--- src/sv/i2a_pkg.sv ---
// Shared types, character codes and helper functions for the integer to ASCII formatter.
// No dependencies; imported by i2a_cell, i2a_chain and integer_to_ascii_formatter.

package i2a_pkg;

  localparam int VALUE_BITS_DEF = 64;
  localparam int MAX_WIDTH_DEF  = 63;

  // Format modes carried on func.
  localparam logic [1:0] FUNC_SDEC = 2'd0;
  localparam logic [1:0] FUNC_UDEC = 2'd1;
  localparam logic [1:0] FUNC_HEXL = 2'd2;
  localparam logic [1:0] FUNC_HEXU = 2'd3;

  localparam logic [7:0] CH_SPACE = 8'h20;
  localparam logic [7:0] CH_MINUS = 8'h2d;
  localparam logic [7:0] CH_ZERO  = 8'h30;
  localparam logic [7:0] CH_LOWER = 8'h61;
  localparam logic [7:0] CH_UPPER = 8'h41;

  typedef enum logic [1:0] {
    CELL_HOLD,
    CELL_CLEAR,
    CELL_CONV,
    CELL_SHIFT
  } cell_op_e;

  typedef struct packed {
    cell_op_e op;
    logic     dec;
  } cell_ctrl_t;

  // Number of digit cells needed for a value of the given bit count, decimal or hex.
  function automatic int num_digits(input int bits);
    int dec_n;
    int hex_n;
    dec_n = (bits * 30103 + 99999) / 100000;
    hex_n = (bits + 3) / 4;
    return (dec_n > hex_n) ? dec_n : hex_n;
  endfunction

  function automatic logic [7:0] digit_to_ascii(input logic [3:0] digit, input logic upper);
    logic [7:0] base;
    base = upper ? CH_UPPER : CH_LOWER;
    if (digit < 4'd10) begin
      return CH_ZERO + {4'd0, digit};
    end else begin
      return base + {4'd0, digit} - 8'd10;
    end
  endfunction

endpackage

--- src/sv/i2a_cell.sv ---
// One digit cell of the conversion chain: shift-and-add-3 for decimal, plain shift for hex.
// Depends on i2a_pkg.

module i2a_cell import i2a_pkg::*; (
  input  logic       clk_i,
  input  cell_ctrl_t ctrl_i,
  input  logic       bit_i,
  input  logic [3:0] digit_i,
  output logic [3:0] digit_o,
  output logic       carry_o
);

  logic [3:0] digit_q, digit_d;
  logic [3:0] adj;

  // The carry depends only on this cell's own digit, so the chain has no ripple path.
  assign adj     = (ctrl_i.dec && (digit_q >= 4'd5)) ? digit_q + 4'd3 : digit_q;
  assign carry_o = adj[3];
  assign digit_o = digit_q;

  always_comb begin
    case (ctrl_i.op)
      CELL_CLEAR: digit_d = 4'd0;
      CELL_CONV:  digit_d = {adj[2:0], bit_i};
      CELL_SHIFT: digit_d = digit_i;
      default:    digit_d = digit_q;
    endcase
  end

  always_ff @(posedge clk_i) begin
    digit_q <= digit_d;
  end

endmodule

--- src/sv/i2a_chain.sv ---
// Row of digit cells fed by the magnitude shift register; the top cell holds the leading digit.
// Depends on i2a_pkg and i2a_cell.

module i2a_chain import i2a_pkg::*; #(
  parameter int VALUE_BITS = VALUE_BITS_DEF,
  parameter int NUM_DIGITS = num_digits(VALUE_BITS_DEF)
) (
  input  logic                  clk_i,
  input  cell_ctrl_t            ctrl_i,
  input  logic [VALUE_BITS-1:0] mag_i,
  output logic [3:0]            top_digit_o
);

  logic [VALUE_BITS-1:0] val_q;
  logic [3:0]            digit [NUM_DIGITS];
  logic                  carry [NUM_DIGITS];

  // The magnitude loads when the cells clear and feeds its top bit into cell 0.
  always_ff @(posedge clk_i) begin
    if (ctrl_i.op == CELL_CLEAR) begin
      val_q <= mag_i;
    end else if (ctrl_i.op == CELL_CONV) begin
      val_q <= {val_q[VALUE_BITS-2:0], 1'b0};
    end
  end

  for (genvar i = 0; i < NUM_DIGITS; i++) begin : g_cell
    logic       bit_in;
    logic [3:0] digit_in;
    if (i == 0) begin : g_first
      assign bit_in   = val_q[VALUE_BITS-1];
      assign digit_in = 4'd0;
    end else begin : g_next
      assign bit_in   = carry[i-1];
      assign digit_in = digit[i-1];
    end
    i2a_cell u_cell (
      .clk_i   (clk_i),
      .ctrl_i  (ctrl_i),
      .bit_i   (bit_in),
      .digit_i (digit_in),
      .digit_o (digit[i]),
      .carry_o (carry[i])
    );
  end

  assign top_digit_o = digit[NUM_DIGITS-1];

endmodule

--- src/sv/integer_to_ascii_formatter.sv ---
// Integer to ASCII formatter, top level. One word in gives a run of character words out.
// The magnitude passes bit-serially through the digit chain, then characters leave one per
// cycle while the receiver does not stall. A new word is taken only after the last
// character of the previous word has been emitted.
// Reset (rst_ni low, asynchronous) returns the control to idle and empties the output.

module integer_to_ascii_formatter import i2a_pkg::*; #(
  parameter int VALUE_BITS = VALUE_BITS_DEF,
  parameter int MAX_WIDTH  = MAX_WIDTH_DEF
) (
  input  logic        clk_i,
  input  logic        rst_ni,
  input  logic        in_valid_i,
  output logic        in_stall_o,
  input  logic [63:0] value_i,
  input  logic [1:0]  func_i,
  input  logic [5:0]  width_i,
  input  logic        zero_pad_i,
  output logic        out_valid_o,
  input  logic        out_stall_i,
  output logic [7:0]  char_out_o,
  output logic        last_o
);

  localparam int NUM_DIGITS = num_digits(VALUE_BITS);
  localparam int NDW        = $clog2(NUM_DIGITS + 1);
  localparam int CW         = $clog2(VALUE_BITS);

  // Control flow: convert the magnitude bit by bit, drop leading zero digits,
  // work out the padding, then emit spaces, sign, zeros and digits in order.
  localparam logic [2:0] S_IDLE = 3'd0;
  localparam logic [2:0] S_CONV = 3'd1;
  localparam logic [2:0] S_NORM = 3'd2;
  localparam logic [2:0] S_PREP = 3'd3;
  localparam logic [2:0] S_LEAD = 3'd4;
  localparam logic [2:0] S_SIGN = 3'd5;
  localparam logic [2:0] S_ZERO = 3'd6;
  localparam logic [2:0] S_DIGS = 3'd7;

  logic [2:0]     state_q, state_d;
  logic [CW-1:0]  cnt_q, cnt_d;
  logic [NDW-1:0] nd_q, nd_d;
  logic [5:0]     pad_q, pad_d;
  logic [5:0]     w_q;
  logic           neg_q, zp_q, dec_q, upper_q;

  logic           out_valid_q;
  logic [7:0]     char_q;
  logic           last_q;

  logic                  accept;
  logic                  out_free;
  logic [VALUE_BITS-1:0] raw;
  logic [VALUE_BITS-1:0] mag;
  logic                  neg_in;
  logic [5:0]            w_sat;
  logic [7:0]            used;
  logic [5:0]            pad_n;
  logic [3:0]            top_digit;
  cell_ctrl_t            ctrl;
  logic                  emit;
  logic [7:0]            emit_char;
  logic                  emit_last;

  assign in_stall_o = (state_q != S_IDLE);
  assign accept     = in_valid_i && (state_q == S_IDLE);
  assign out_free   = !out_valid_q || !out_stall_i;

  // Only the low VALUE_BITS bits count; a negative signed value becomes its magnitude.
  // The most negative value wraps onto itself, which is the right unsigned magnitude.
  assign raw    = value_i[VALUE_BITS-1:0];
  assign neg_in = (func_i == FUNC_SDEC) && raw[VALUE_BITS-1];
  assign mag    = neg_in ? VALUE_BITS'(~raw + 1'b1) : raw;
  assign w_sat  = (32'(width_i) > MAX_WIDTH) ? 6'(MAX_WIDTH) : width_i;

  // Padding is whatever the width leaves after the digits and the sign, never negative.
  assign used  = 8'(nd_q) + {7'd0, neg_q};
  assign pad_n = ({2'b00, w_q} > used) ? 6'({2'b00, w_q} - used) : 6'd0;

  i2a_chain #(
    .VALUE_BITS (VALUE_BITS),
    .NUM_DIGITS (NUM_DIGITS)
  ) u_chain (
    .clk_i       (clk_i),
    .ctrl_i      (ctrl),
    .mag_i       (mag),
    .top_digit_o (top_digit)
  );

  always_comb begin
    state_d   = state_q;
    cnt_d     = cnt_q;
    nd_d      = nd_q;
    pad_d     = pad_q;
    ctrl.op   = CELL_HOLD;
    ctrl.dec  = dec_q;
    emit      = 1'b0;
    emit_char = CH_SPACE;
    emit_last = 1'b0;
    unique case (state_q)
      S_IDLE: begin
        if (accept) begin
          ctrl.op = CELL_CLEAR;
          cnt_d   = CW'(VALUE_BITS - 1);
          nd_d    = NDW'(NUM_DIGITS);
          state_d = S_CONV;
        end
      end
      S_CONV: begin
        ctrl.op = CELL_CONV;
        if (cnt_q == '0) begin
          state_d = S_NORM;
        end else begin
          cnt_d = cnt_q - 1'b1;
        end
      end
      S_NORM: begin
        // Shift leading zeros out of the top cell, keeping at least one digit.
        if ((top_digit == 4'd0) && (nd_q > NDW'(1))) begin
          ctrl.op = CELL_SHIFT;
          nd_d    = nd_q - 1'b1;
        end else begin
          state_d = S_PREP;
        end
      end
      S_PREP: begin
        pad_d = pad_n;
        if ((pad_n != 6'd0) && !zp_q) begin
          state_d = S_LEAD;
        end else if (neg_q) begin
          state_d = S_SIGN;
        end else if (pad_n != 6'd0) begin
          state_d = S_ZERO;
        end else begin
          state_d = S_DIGS;
        end
      end
      S_LEAD: begin
        if (out_free) begin
          emit      = 1'b1;
          emit_char = CH_SPACE;
          pad_d     = pad_q - 1'b1;
          if (pad_q == 6'd1) begin
            state_d = neg_q ? S_SIGN : S_DIGS;
          end
        end
      end
      S_SIGN: begin
        if (out_free) begin
          emit      = 1'b1;
          emit_char = CH_MINUS;
          // Space padding is already used up here, so a count left means zeros follow.
          state_d   = (pad_q != 6'd0) ? S_ZERO : S_DIGS;
        end
      end
      S_ZERO: begin
        if (out_free) begin
          emit      = 1'b1;
          emit_char = CH_ZERO;
          pad_d     = pad_q - 1'b1;
          if (pad_q == 6'd1) begin
            state_d = S_DIGS;
          end
        end
      end
      S_DIGS: begin
        if (out_free) begin
          emit      = 1'b1;
          emit_char = digit_to_ascii(top_digit, upper_q);
          ctrl.op   = CELL_SHIFT;
          nd_d      = nd_q - 1'b1;
          if (nd_q == NDW'(1)) begin
            emit_last = 1'b1;
            state_d   = S_IDLE;
          end
        end
      end
      default: begin
        state_d = S_IDLE;
      end
    endcase
  end

  always_ff @(posedge clk_i or negedge rst_ni) begin
    if (!rst_ni) begin
      state_q     <= S_IDLE;
      cnt_q       <= '0;
      nd_q        <= '0;
      pad_q       <= '0;
      out_valid_q <= 1'b0;
    end else begin
      state_q <= state_d;
      cnt_q   <= cnt_d;
      nd_q    <= nd_d;
      pad_q   <= pad_d;
      if (emit) begin
        out_valid_q <= 1'b1;
      end else if (!out_stall_i) begin
        out_valid_q <= 1'b0;
      end
    end
  end

  // Format settings of the word in flight.
  always_ff @(posedge clk_i) begin
    if (accept) begin
      w_q     <= w_sat;
      neg_q   <= neg_in;
      zp_q    <= zero_pad_i;
      dec_q   <= (func_i == FUNC_SDEC) || (func_i == FUNC_UDEC);
      upper_q <= (func_i == FUNC_HEXU);
    end
  end

  // Output register; it holds its word while the receiver stalls.
  always_ff @(posedge clk_i) begin
    if (emit) begin
      char_q <= emit_char;
      last_q <= emit_last;
    end
  end

  assign out_valid_o = out_valid_q;
  assign char_out_o  = char_q;
  assign last_o      = last_q;

endmodule
--- config.mk ---
export PLATFORM = sky130hd
export DESIGN_NAME = integer_to_ascii_formatter
export DESIGN_NICKNAME = d
export VERILOG_FILES = /design/src/sv/i2a_pkg.sv /design/src/sv/i2a_cell.sv /design/src/sv/i2a_chain.sv /design/src/sv/integer_to_ascii_formatter.sv
export SDC_FILE = /design/constraint.sdc
export NUM_CORES = 1
export LEC_CHECK = 0
export ABC_AREA = 1
export BUFFER_PORTS_ARGS = -buffer_cell sky130_fd_sc_hd__buf_2
export CAP_MARGIN = 20
export CORE_MARGIN = 2
export CORE_UTILIZATION = 40
export CTS_CLUSTER_DIAMETER = 150
export DETAILED_ROUTE_END_ITERATION = 6
export PLACE_DENSITY = 0.61
export SYNTH_ARGS = -nofsm -noshare
export SYNTH_HDL_FRONTEND = slang
export SYNTH_SLANG_ARGS = --single-unit
--- constraint.sdc ---
create_clock -name clk_i -period 4.7 [get_ports clk_i]
set_clock_uncertainty 0.2 [all_clocks]
set_input_delay 0.705 -clock clk_i [delete_from_list [all_inputs] [get_ports clk_i]]
set_output_delay 0.705 -clock clk_i [all_outputs]
set_load 0.1 [all_outputs]
==> results.md <==
- In the synthesized netlist, mux cells make up 0% of the area.
- The initialized floorplan defines 64 standard-cell rows.
- Dividing the synthesized area by the synthesized cell count gives 7.88 sq um.
- The leakage power is 0.00591 uW.
- Setup repair after global routing left no endpoint under its margin.
- The total routing resource utilization after global routing is 18.9%.
- The pin count of the biggest net entering global routing is 69.
- The remaining design rule violation count is 0.
- The library cells used most frequently in the layout, excluding fill and tap cells, are sky130_fd_sc_hd__nand2_1 (366), sky130_fd_sc_hd__inv_1 (212), sky130_fd_sc_hd__nor2_1 (170).
- The power density relative to cell area is 676 nW/um^2.
- The initial detailed-routing violation count is 837.
- The cell count after synthesis is 1595.
- The post-CTS clock slew at the launch and capture registers of the worst setup and hold paths is 70 ps.
- The final clock period utilization by the worst path is 71.1%.
- The tightest hold path in the finished design has a slack of 22.6 ps.
- The slowest cell on the critical path is sky130_fd_sc_hd__dfrtp_1.
- The HPWL reported at the end of detailed placement is 22400 um.
- Of the total synthesized cell area, the portion taken by AND, OR, NAND and NOR gates is 24.7%.
- Summing the areas of all compound-gate instances in the mapped netlist gives 14.5% of the synthesized area.
- The via density per instance is 5.25.
- The largest stage delay on the critical path is 580 ps.
- The number of placed instances, taps included, is 2046.
- In this run, synthesis produced a sequential element count of 183.
- The die covers 32900 sq um.
- The overall power is 9460 uW.
- The arrival time at the worst endpoint is 3380 ps.
- The die is 181 um tall.
- The number of enable-type register cells in the synthesized netlist is 162.
- The global-route wire length before repair is 50800 um.
- The clock net in this run drives a total of 183 sinks.
- In the final layout, the share of cells above drive strength 1 is 11.9%.
- The sum of negative setup slack is 0 ps.
- In this run the remaining antenna-violating nets after routing total 0.
- The maximum clock frequency is 0.299 GHz.
- The highest fanout seen on the critical path is 18.
- The post-placement cell area is 13400 sq um.
- The commonest non-fill, non-tap cell in the layout is sky130_fd_sc_hd__nand2_1.
- VDD sags by at most 0.322 mV.
- Pin placement for this block handled 88 I/O pins.
- For this block, the via count after detailed routing is 10900.
- STA classifies the critical path endpoint as a register.
- The total setup violations reported at the end of the flow is 0.
- The total nets after synthesis is 1732.
- The fraction of the yosys area taken by sequential cells is 42.9%.
- For the worst flop-to-flop path, the logic depth is 9.
- The run finished with clean final reports.
- The worst hold path belongs to the class input port to asynchronous set/reset pin.
- The combined area of all synthesized cells is 12600 sq um.
- Of all flip-flops after synthesis, the portion carrying an async set or reset was 11.5%.
- The final critical delay including setup and external delays is 3340 ps.
- The largest family of logic cells by synthesized area is simple AND/OR/NAND/NOR gates.
- The worst setup slack for register-to-register paths is 1360 ps.
- In this run, post-CTS hold repair placed 0 buffers.
- The reg-to-reg startpoint is state_q[2].
- The net count of the finished layout is 1806.
- The worst setup path is of the register to register kind.
- The number of diodes is 0.
- Once the clock tree was built, the resizer swapped 0 gates to a different size.
- The congestion estimate from routability-driven global placement came to 0.942.
- The adder-cell area share of the yosys netlist is 6.03%.
- The total of buffers placed on input and output ports is 86.
- The starting density of the core is 40.9%.
- The capture instance of the worst register-to-register path is u_chain.g_cell[16].u_cell.digit_o[3].
- The total number of yosys warnings is 0.
- STA puts the critical path data required time at 4740 ps.
- The die is 181 um wide.
- The TritonCTS clock tree is done.
- The most used flip-flop cell after synthesis is sky130_fd_sc_hd__edfxtp_1.
- The reported max-cap violation count is 0.
- The critical path launch point type is a register.
- Traced cell by cell, the critical path runs through inv_2 -> nor2_2 -> nand2_1 -> nand2_2 -> nor2_1 -> inv_1 -> ha_2 -> clkinv_1 -> o32ai_1.
- In this run the standard cell core region covers 30700 sq um.
- The via count of the first global-routing pass came to 10400.
- The maximum clock insertion buffer count is 2.
- Measured against its own limit, the worst slew margin works out to 26.8%.
- The count of H-tree levels built during CTS is 4.
- The final instance area is 14000 sq um.
- The sum of overflow across all layers after global routing is 0.
- The hold violation count in the final report was 0.
- Summing the areas of all xor and xnor instances in the mapped netlist gives 3.48% of the synthesized area.
- The total count of max-transition violations in the final report was 0.
- The total wirelength of the detailed-routed design is 30800 um.
- The clock latency reported for the late side of the worst-skew pair is 450 ps.
- The TritonCTS buffer count is 17.
- Once layout is complete, the cells apart from fillers number 2078.
- The distinct cell type count of the synthesized netlist is 55.
- Post-CTS timing repair inserted 0 buffers for setup.
- The pre-antenna-repair detailed-routing pass consisted of 5 iterations.
- The area added between synthesis and finish is 11.4%.
- The tree is rooted in a sky130_fd_sc_hd__clkbuf_16.
- The per-cell routed wire length is 14.8 um.
- The initial antenna violation count is 0.
- For the pin with the worst max-slew slack, the measured transition is 1100 ps.
==> area by class of cell <==
class                           instances  area (sq um)
Tap cell                              396           495
Timing Repair Buffer                   97           551
Sequential cell                       183          5390
Multi-Input combinational cell       1143          6130
Clock inverter                         14           145
Fill cell                            3054         16800
Clock buffer                           18           429
Inverter                              227           855
==> cells by family (layout without fill, tap and decap cells) <==
kind of cell | count (synthesis) | count (layout)
AO/OA/AOI/OAI | 314 | 314
XOR/XNOR | 50 | 50
adder cells (fa/ha/maj) | 60 | 60
buffers and inverters | 269 | 356
flip-flops | 183 | 183
other | 1 | 1
AND/OR/NAND/NOR | 718 | 718
==> layer usage <==
layer / vias up / GRT usage (%) / wire, um
met4: 0 / 5.43 / 582
met5: - / 0 / 0
met3: 43 / 3.61 / 1660
met2: 288 / 31.0 / 14100
li1: 5514 / - / -
met1: 5071 / 25.5 / 14500
==> report_power, final <==
group	switching (uW)	internal [uW]	leakage, uW
clock	680	789	0.000282
sequential	466	3150	0.00181
combinational	3030	1350	0.00382
==> sequential cells by signal, indices dropped and copies added (netlist names), 3 cells and up <==
signal,count
nd_q,5
pad_q,6
u_chain.g_cell.u_cell.digit_o,80
state_q,3
w_q,6
u_chain.val_q,64
char_out_o,7
cnt_q,6
==> through the flow <==
step,utilization (%),setup WS (ps)
after CTS,45.5,1320
after global placement,43.7,1100
after global routing,45.5,998
after floorplan,-,467
final,45.5,1360
after detailed placement,43.7,941
==> synthesized netlist by cell type (11+ instances only) <==
| master | instances | area (sq um) |
|---|---|---|
| sky130_fd_sc_hd__edfxtp_1 | 162 | 4860 |
| sky130_fd_sc_hd__o32ai_1 | 17 | 149 |
| sky130_fd_sc_hd__inv_2 | 11 | 41.3 |
| sky130_fd_sc_hd__o21ai_1 | 12 | 60.1 |
| sky130_fd_sc_hd__xor2_1 | 41 | 359 |
| sky130_fd_sc_hd__clkbuf_1 | 29 | 109 |
| sky130_fd_sc_hd__o22ai_1 | 43 | 269 |
| sky130_fd_sc_hd__nor3_1 | 51 | 255 |
| sky130_fd_sc_hd__nand4_1 | 19 | 119 |
| sky130_fd_sc_hd__nand2_2 | 14 | 87.6 |
| sky130_fd_sc_hd__dfrtp_1 | 21 | 526 |
| sky130_fd_sc_hd__nand3_1 | 58 | 290 |
| sky130_fd_sc_hd__o21ai_0 | 152 | 761 |
| sky130_fd_sc_hd__nor2_2 | 13 | 81.3 |
| sky130_fd_sc_hd__ha_1 | 59 | 738 |
| sky130_fd_sc_hd__a31oi_1 | 27 | 169 |
| sky130_fd_sc_hd__inv_1 | 214 | 803 |
| sky130_fd_sc_hd__nand2_1 | 366 | 1370 |
| sky130_fd_sc_hd__nor2_1 | 170 | 638 |
| sky130_fd_sc_hd__a21oi_1 | 40 | 200 |
==> critical path, delay by kind of cell (launching register included) <==
kind	cells	cell delay, ps
AO/OA/AOI/OAI	1	500
buffers and inverters	3	740
flip-flops	1	580
AND/OR/NAND/NOR	4	930
adder cells (fa/ha/maj)	1	180
==> worst max-delay path by stage <==
stage | startpoint | to | slack [ps] | cells past startpoint
after detailed placement | out_stall_i | u_chain.g_cell[16].u_cell.digit_o[3] | 940 | 11
after global placement | out_stall_i | u_chain.g_cell[1].u_cell.digit_o[0] | 1100 | 13
after global routing | state_q[2] | u_chain.g_cell[14].u_cell.digit_o[3] | 1000 | 9
after CTS | state_q[2] | u_chain.g_cell[11].u_cell.digit_o[3] | 1320 | 9
final | state_q[2] | u_chain.g_cell[16].u_cell.digit_o[3] | 1360 | 9
after floorplan | out_valid_o | u_chain.g_cell[0].u_cell.digit_o[0] | 470 | 8
Power figures use the tool's default switching activity.
